## src/sv/nmi_ovl_pkg.sv

```systemverilog
// Package for the NMI overlay paging controller: request and response payload types,
// operation codes, device types, port bytes and register indexes.
// Depends on nothing; used by the core module.
`default_nettype none

package nmi_ovl_pkg;

   typedef enum logic [2:0] {
      OP_NMI_BUTTON = 3'd0,
      OP_FETCH_0066 = 3'd1,
      OP_RETN       = 3'd2,
      OP_PORT_READ  = 3'd3,
      OP_PORT_WRITE = 3'd4
   } op_type;

   localparam logic [1:0] DEV_PLUS3      = 2'd0;
   localparam logic [1:0] DEV_128_EARLY  = 2'd1;
   localparam logic [1:0] DEV_128_LATE   = 2'd2;
   localparam logic [1:0] DEV_48         = 2'd3;

   localparam logic [7:0] PORT_9F = 8'h9f;
   localparam logic [7:0] PORT_BF = 8'hbf;
   localparam logic [7:0] PORT_3F = 8'h3f;
   localparam logic [7:0] PORT_1F = 8'h1f;

   localparam logic [7:0] READBACK_FILL = 8'h7f;
   localparam logic [7:0] BUS_IDLE      = 8'hff;

   localparam logic [3:0] SEL_1FFD = 4'h1;
   localparam logic [3:0] SEL_7FFD = 4'h7;
   localparam logic [3:0] SEL_DFFD = 4'hd;
   localparam logic [3:0] SEL_EFF7 = 4'he;

   localparam int         CSR_INDEX_W = 1;
   localparam int         CSR_DATA_W  = 2;
   localparam logic [CSR_INDEX_W-1:0] CSR_DEVICE_TYPE   = 1'd0;
   localparam logic [CSR_INDEX_W-1:0] CSR_DEVICE_ENABLE = 1'd1;

   typedef struct packed {
      logic [2:0]  operation;
      logic [15:0] port_address;
      logic [7:0]  page_reg_1ffd;
      logic [7:0]  page_reg_7ffd;
      logic [7:0]  page_reg_dffd;
      logic [7:0]  page_reg_eff7;
      logic [2:0]  border_colour;
   } req_type;

   typedef struct packed {
      logic [7:0] read_data;
      logic       handled;
      logic       paged;
      logic       active;
      logic       nmi_hold;
   } rsp_type;

endpackage

`default_nettype wire

```

## src/sv/nmi_overlay_paging_controller_core.sv

```systemverilog
// NMI overlay paging controller: flag state, port decode, readback and response buffering.
// Depends on nmi_ovl_pkg for the payload types and codes.
//
// Usage: each request on the req_ channel is one bus event (NMI button, fetch at 0x0066,
// RETN, port read or port write) together with the current paging register values.
// Every request yields exactly one response on the rsp_ channel carrying the read byte,
// whether the device drove the bus, and the paged, active and NMI-hold levels after
// the event has been applied.
// The response is registered and valid in the cycle after the request is taken, unless
// it waits in the skid register. One request per cycle is taken while req_stall is low;
// the flag update and decode are a single level of logic ahead of the response register.
// When the receiver stalls, the response register holds and one further response goes
// into a skid register; req_stall rises only while that skid register is full.
// The csr_ port writes device_type (index 0) and device_enable (index 1); the user must
// write them only when the block is idle, which the block itself does not enforce.
// Synchronous reset clears both output stages and sets type plus3, device enabled,
// NMI inactive, overlay unpaged and the control ports hidden.
`default_nettype none

module nmi_overlay_paging_controller_core (
   input  wire                                   clock,
   input  wire                                   reset,
   input  wire                                   req_valid,
   output logic                                  req_stall,
   input  wire  nmi_ovl_pkg::req_type            req_data,
   output logic                                  rsp_valid,
   input  wire                                   rsp_stall,
   output nmi_ovl_pkg::rsp_type                  rsp_data,
   input  wire                                   csr_write,
   input  wire  [nmi_ovl_pkg::CSR_INDEX_W-1:0]   csr_index,
   input  wire  [nmi_ovl_pkg::CSR_DATA_W-1:0]    csr_wdata
);
   import nmi_ovl_pkg::*;

   logic [1:0] device_type_ff;
   logic       device_enable_ff;
   logic       nmi_active_ff, nmi_active_in;
   logic       overlay_paged_ff, overlay_paged_in;
   logic       ports_hidden_ff, ports_hidden_in;
   logic       rsp_valid_ff, skid_valid_ff;
   rsp_type    rsp_data_ff, skid_data_ff;
   rsp_type    result_in;

   logic       accept, take_out;
   logic       p3, m48, hid;
   logic [7:0] en_port, dis_port, low, readback;
   logic       hit_en, hit_dis;

   assign req_stall = skid_valid_ff;
   assign rsp_valid = rsp_valid_ff;
   assign rsp_data  = rsp_data_ff;
   assign accept    = req_valid && !skid_valid_ff;
   assign take_out  = rsp_valid_ff && !rsp_stall;

   assign p3      = (device_type_ff == DEV_PLUS3);
   assign m48     = (device_type_ff == DEV_48);
   assign low     = req_data.port_address[7:0];
   assign hid     = ports_hidden_ff && !m48;

   always_comb begin
      case (device_type_ff)
         DEV_PLUS3: begin
            en_port  = PORT_3F;
            dis_port = PORT_BF;
         end
         DEV_128_EARLY: begin
            en_port  = PORT_BF;
            dis_port = PORT_3F;
         end
         default: begin
            en_port  = PORT_9F;
            dis_port = PORT_1F;
         end
      endcase
   end

   assign hit_en  = (low == en_port);
   assign hit_dis = !hit_en && (low == dis_port);

   always_comb begin
      if (p3) begin
         case (req_data.port_address[15:12])
            SEL_1FFD: readback = req_data.page_reg_1ffd;
            SEL_7FFD: readback = req_data.page_reg_7ffd;
            SEL_DFFD: readback = req_data.page_reg_dffd;
            SEL_EFF7: readback = req_data.page_reg_eff7;
            default:  readback = {5'd0, req_data.border_colour};
         endcase
      end else begin
         readback = {req_data.page_reg_7ffd[3], 7'd0} | READBACK_FILL;
      end
   end

   always_comb begin
      nmi_active_in       = nmi_active_ff;
      overlay_paged_in    = overlay_paged_ff;
      ports_hidden_in     = ports_hidden_ff;
      result_in.read_data = BUS_IDLE;
      result_in.handled   = 1'b0;
      case (req_data.operation)
         OP_NMI_BUTTON: begin
            if (device_enable_ff && !nmi_active_ff) begin
               nmi_active_in   = 1'b1;
               ports_hidden_in = 1'b0;
            end
         end
         OP_FETCH_0066: begin
            if (device_enable_ff && nmi_active_ff) begin
               overlay_paged_in = 1'b1;
            end
         end
         OP_RETN: begin
            nmi_active_in    = 1'b0;
            overlay_paged_in = 1'b0;
         end
         OP_PORT_READ: begin
            if (device_enable_ff && hit_en) begin
               overlay_paged_in = !hid;
               if (!hid && !m48) begin
                  result_in.handled   = 1'b1;
                  result_in.read_data = readback;
               end
            end else if (device_enable_ff && hit_dis) begin
               overlay_paged_in = 1'b0;
               if (p3) begin
                  nmi_active_in = 1'b0;
               end
            end
         end
         OP_PORT_WRITE: begin
            if (device_enable_ff && hit_en) begin
               nmi_active_in = 1'b0;
               if (p3) begin
                  ports_hidden_in = 1'b1;
               end
            end else if (device_enable_ff && hit_dis) begin
               nmi_active_in = 1'b0;
               if (!p3) begin
                  ports_hidden_in = 1'b1;
               end
            end
         end
         default: begin
         end
      endcase
      result_in.paged    = device_enable_ff && overlay_paged_in;
      result_in.active   = device_enable_ff && (overlay_paged_in || nmi_active_in);
      result_in.nmi_hold = device_enable_ff && nmi_active_in;
   end

   always_ff @(posedge clock) begin
      if (reset) begin
         device_type_ff   <= DEV_PLUS3;
         device_enable_ff <= 1'b1;
         nmi_active_ff    <= 1'b0;
         overlay_paged_ff <= 1'b0;
         ports_hidden_ff  <= 1'b1;
      end else begin
         if (csr_write && csr_index == CSR_DEVICE_TYPE) begin
            device_type_ff <= csr_wdata[1:0];
         end
         if (csr_write && csr_index == CSR_DEVICE_ENABLE) begin
            device_enable_ff <= csr_wdata[0];
         end
         if (accept) begin
            nmi_active_ff    <= nmi_active_in;
            overlay_paged_ff <= overlay_paged_in;
            ports_hidden_ff  <= ports_hidden_in;
         end
      end
   end

   always_ff @(posedge clock) begin
      if (reset) begin
         rsp_valid_ff  <= 1'b0;
         skid_valid_ff <= 1'b0;
      end else if (skid_valid_ff) begin
         if (take_out) begin
            skid_valid_ff <= 1'b0;
         end
      end else if (accept) begin
         if (!rsp_valid_ff || take_out) begin
            rsp_valid_ff <= 1'b1;
         end else begin
            skid_valid_ff <= 1'b1;
         end
      end else if (take_out) begin
         rsp_valid_ff <= 1'b0;
      end
   end

   always_ff @(posedge clock) begin
      if (skid_valid_ff) begin
         if (take_out) begin
            rsp_data_ff <= skid_data_ff;
         end
      end else if (accept) begin
         if (!rsp_valid_ff || take_out) begin
            rsp_data_ff <= result_in;
         end else begin
            skid_data_ff <= result_in;
         end
      end
   end

`ifndef ASSERT_OFF
   a_skid_needs_out: assert property (@(posedge clock) disable iff (reset)
      skid_valid_ff |-> rsp_valid_ff)
      else $error("skid register holds a response while the output register is empty");

   a_idle_bus: assert property (@(posedge clock) disable iff (reset)
      (rsp_valid_ff && !rsp_data_ff.handled) |-> (rsp_data_ff.read_data == BUS_IDLE))
      else $error("undriven response does not read as idle bus");

   a_hold_active: assert property (@(posedge clock) disable iff (reset)
      (rsp_valid_ff && rsp_data_ff.nmi_hold) |-> rsp_data_ff.active)
      else $error("NMI hold reported without active");

   a_retn_clears: assert property (@(posedge clock) disable iff (reset)
      (accept && req_data.operation == OP_RETN) |=> (!nmi_active_ff && !overlay_paged_ff))
      else $error("RETN did not clear NMI and overlay flags");
`endif

endmodule

`default_nettype wire

```

## config.mk

```make
export PLATFORM = sky130hd
export DESIGN_NAME = nmi_overlay_paging_controller_core
export DESIGN_NICKNAME = d
export VERILOG_FILES = /design/src/sv/nmi_ovl_pkg.sv /design/src/sv/nmi_overlay_paging_controller_core.sv
export SDC_FILE = /design/constraint.sdc
export NUM_CORES = 1
export LEC_CHECK = 0
export ABC_AREA = 1
export BUFFER_PORTS_ARGS = -buffer_cell sky130_fd_sc_hd__buf_2
export CAP_MARGIN = 20
export CELL_PAD_IN_SITES_DETAIL_PLACEMENT = 1
export CELL_PAD_IN_SITES_GLOBAL_PLACEMENT = 2
export CORE_MARGIN = 8
export CORE_UTILIZATION = 28
export DETAILED_ROUTE_END_ITERATION = 8
export MAX_ROUTING_LAYER = met4
export PLACE_DENSITY = 0.82
export SYNTH_ARGS = -nofsm -noshare
export SYNTH_HDL_FRONTEND = slang
export SYNTH_SLANG_ARGS = --single-unit
export TNS_END_PERCENT = 10
```

## constraint.sdc

```tcl
create_clock -name clock -period 3.5 [get_ports clock]
set_input_delay 1.05 -clock clock [delete_from_list [all_inputs] [get_ports clock]]
set_output_delay 1.05 -clock clock [all_outputs]
set_load 0.02 [all_outputs]
```

==> qor.txt <==
area fraction in compound gates after synthesis = 11.9%
GRT Overall Usage = 11.5%
postcts setup bufs = 0
most frequent cells in the layout = nand2_1 (76), buf_2 (71), inv_1 (37)
DP HPWL = 4510 um
class of the worst hold path = reg -> reg
Mapped Area = 1850 um^2
Worst Tran Pin Value = 625 ps
worst relative slew slack = 58.1%
xor-xnor portion of the synthesized cell area = 0%
port buffer count = 71
largest net degree at the start of global routing = 17
clock buffer depth = 2
GP Congestion = 0.792
Post-Synth Adder-Cell Area = 0%
Pre-Repair DR Iteration Count = 4
Cells after Synth = 239
max-cap viol count = 0
Die Span Y = 97.4 um
post-synthesis sequential area ratio = 47.5%
synthesized flop and latch total = 32
final max-slew violation count = 0
DR iter-0 viols = 46
synthesis warning total = 0
Via density = 4.48
Syn Area/Cell = 7.75 um^2
Hold-fix buffers, CTS = 0
Cell Int Power = 0.000686 W
I/O pins = 76
Seq pwr share = 47.2%
first-pass GRT wire length = 8830 um
Distinct cells, synth = 27
initial antenna violation count = 0
top achievable clock speed = 432 MHz
vias in the first global route = 1849
critical path arrival = 2350 ps
ANT cells = 0
Syn Nets = 301
status = finished, final reports clean
total wire length = 5370 um
Power Dens Cells = 380 nW/um^2
# DRC = 0
Synth Area in Simple Gates = 30.9%
Die W = 97.4 um
Fin. Hold Viols = 0
largest family of logic cells by synthesized area = simple AND/OR/NAND/NOR gates
post-CTS sizing = 0
Worst Skew = 8.39 ps
total gr overflow = 0
Setup CP Type = in -> reg
Clock transition at path regs = 70 ps
Worst setup SP type = input pin
Core ar. = 6390 um^2
clock network fraction of design power = 37.6%
peak supply drop = 0.160 mV
RSZ-0062 raised after global routing = false
routed vias = 1771
Die ar. = 9480 um^2
combinational share of power = 15.2%
H-tree depth = 2
Initial Utilization = 29.0%
fill count = 818
critical path endpoint category = flip-flop
synth-to-layout area growth = 30.2%
layout cells sized above 1 = 29.9%
Final setup viols = 0
Routed wire per std cell = 13.6 um
WP data required = 3540 ps
mux contribution to synthesized area = 0.540%
LEAKAGE = 1.11 nW
Psw = 0.000231 W
Final period util = 66.1%
CTS buffer count = 5
worst skew pair latency = 280 ps
switch share = 25.2%
min cycle time layout = 2310 ps
nets = 379
Root Buffer Master = clkbuf_8
num rows = 29
most common cell after layout, fill and taps aside = nand2_1
crit-path max FO = 14
Core Util, Final = 37.8%
Final TNS setup = 0 ps
clk sink count = 32
TritonCTS clock tree = done
Final ANT Viol Nets = 0
## critical path: stages
cell and delay [ps]:
buf_2 70, nand2_1 40, nor2_1 210, nand3_2 190
nor2_4 130, nand3_4 100, nor2_4 270, nand3_1 120
o21ai_1 110, inv_1 50
## per-stage QoR
stage / std cells / cell area, um^2 / total power [W] / worst slack (ps) / hold slack (ps)
after floorplan: 239 / 1850 / 0.000518 / 1180 / 434
after global placement: 387 / 2310 / 0.000580 / 896 / 470
after detailed placement: 387 / 2310 / 0.000583 / 860 / 471
after CTS: 395 / 2410 / 0.000932 / 1160 / 483
after global routing: 395 / 2410 / 0.000962 / 957 / 513
final: 395 / 2410 / 0.000917 / 1190 / 477
## metal layers
metal | global-route usage (%) | up-vias | wire, um
met2 | 19.3 | 36 | 2570
met1 | 13.0 | 789 | 2500
met5 | - | - | 0
li1 | - | 940 | -
met4 | 4.55 | 0 | 76
met3 | 2.56 | 6 | 230
## cell usage after synthesis (all sizes together)
library cell   n  area (um^2)
nand2         79          309
inv           40          150
edfxtp        24          721
nor2          22          100
o21ai         17         85.1
nand3         13         97.6
a21oi         12         60.1
dfxtp          8          160
nand4          8         50.1
a211oi         5         37.5
a31oi          3         18.8
buf            2         16.3
nor3           2         15.0
a311o          1         10.0
clkbuf         1         3.75
mux2i          1         10.0
o41ai          1         8.76
## power groups by stage
stage | combinational (W) | clock (W) | sequential [W]
global route | 0.000160 | 0.000368 | 0.000434
finish | 0.000140 | 0.000345 | 0.000432
global placement | 0.000139 | 0 | 0.000440
floorplan | 0.0000697 | 0 | 0.000448
detailed placement | 0.000143 | 0 | 0.000441
CTS | 0.000143 | 0.000356 | 0.000432
## worst paths after layout
path	start	to	slack, ps	cells after the start
max reg2reg	req_stall$_SDFF_PP0_	rsp_data[9]$_DFFE_PP_	1580	6
min	ports_hidden_ff$_SDFFE_PP1P_	ports_hidden_ff$_SDFFE_PP1P_	480	2
max	req_data[39]	rsp_data[8]$_DFFE_PP_	1190	10
min reg2reg	ports_hidden_ff$_SDFFE_PP1P_	ports_hidden_ff$_SDFFE_PP1P_	480	2
## registers in the layout, summed over array words and instances (netlist names)
signal            flops
ports_hidden_ff       1
device_enable_ff      1
overlay_paged_ff      1
skid_data_ff         12
rsp_data             12
device_type_ff        2
req_stall             1
nmi_active_ff         1
rsp_valid             1
## final cells by class
type,instances,area (um^2),area share (%)
clock inverters,3,37.5,1.56
multi-input cells,164,802,33.2
inverters,40,150,6.22
well taps,77,96.3,3.99
flip-flops and latches,32,881,36.5
clock buffers,5,68.8,2.85
repair buffers,74,378,15.7
## kinds of logic after synthesis
logic type	Yosys count
mux	1
buf+inv	43
compound gates	39
flops	32
simple gates	124
Power figures use the tool's default switching activity.
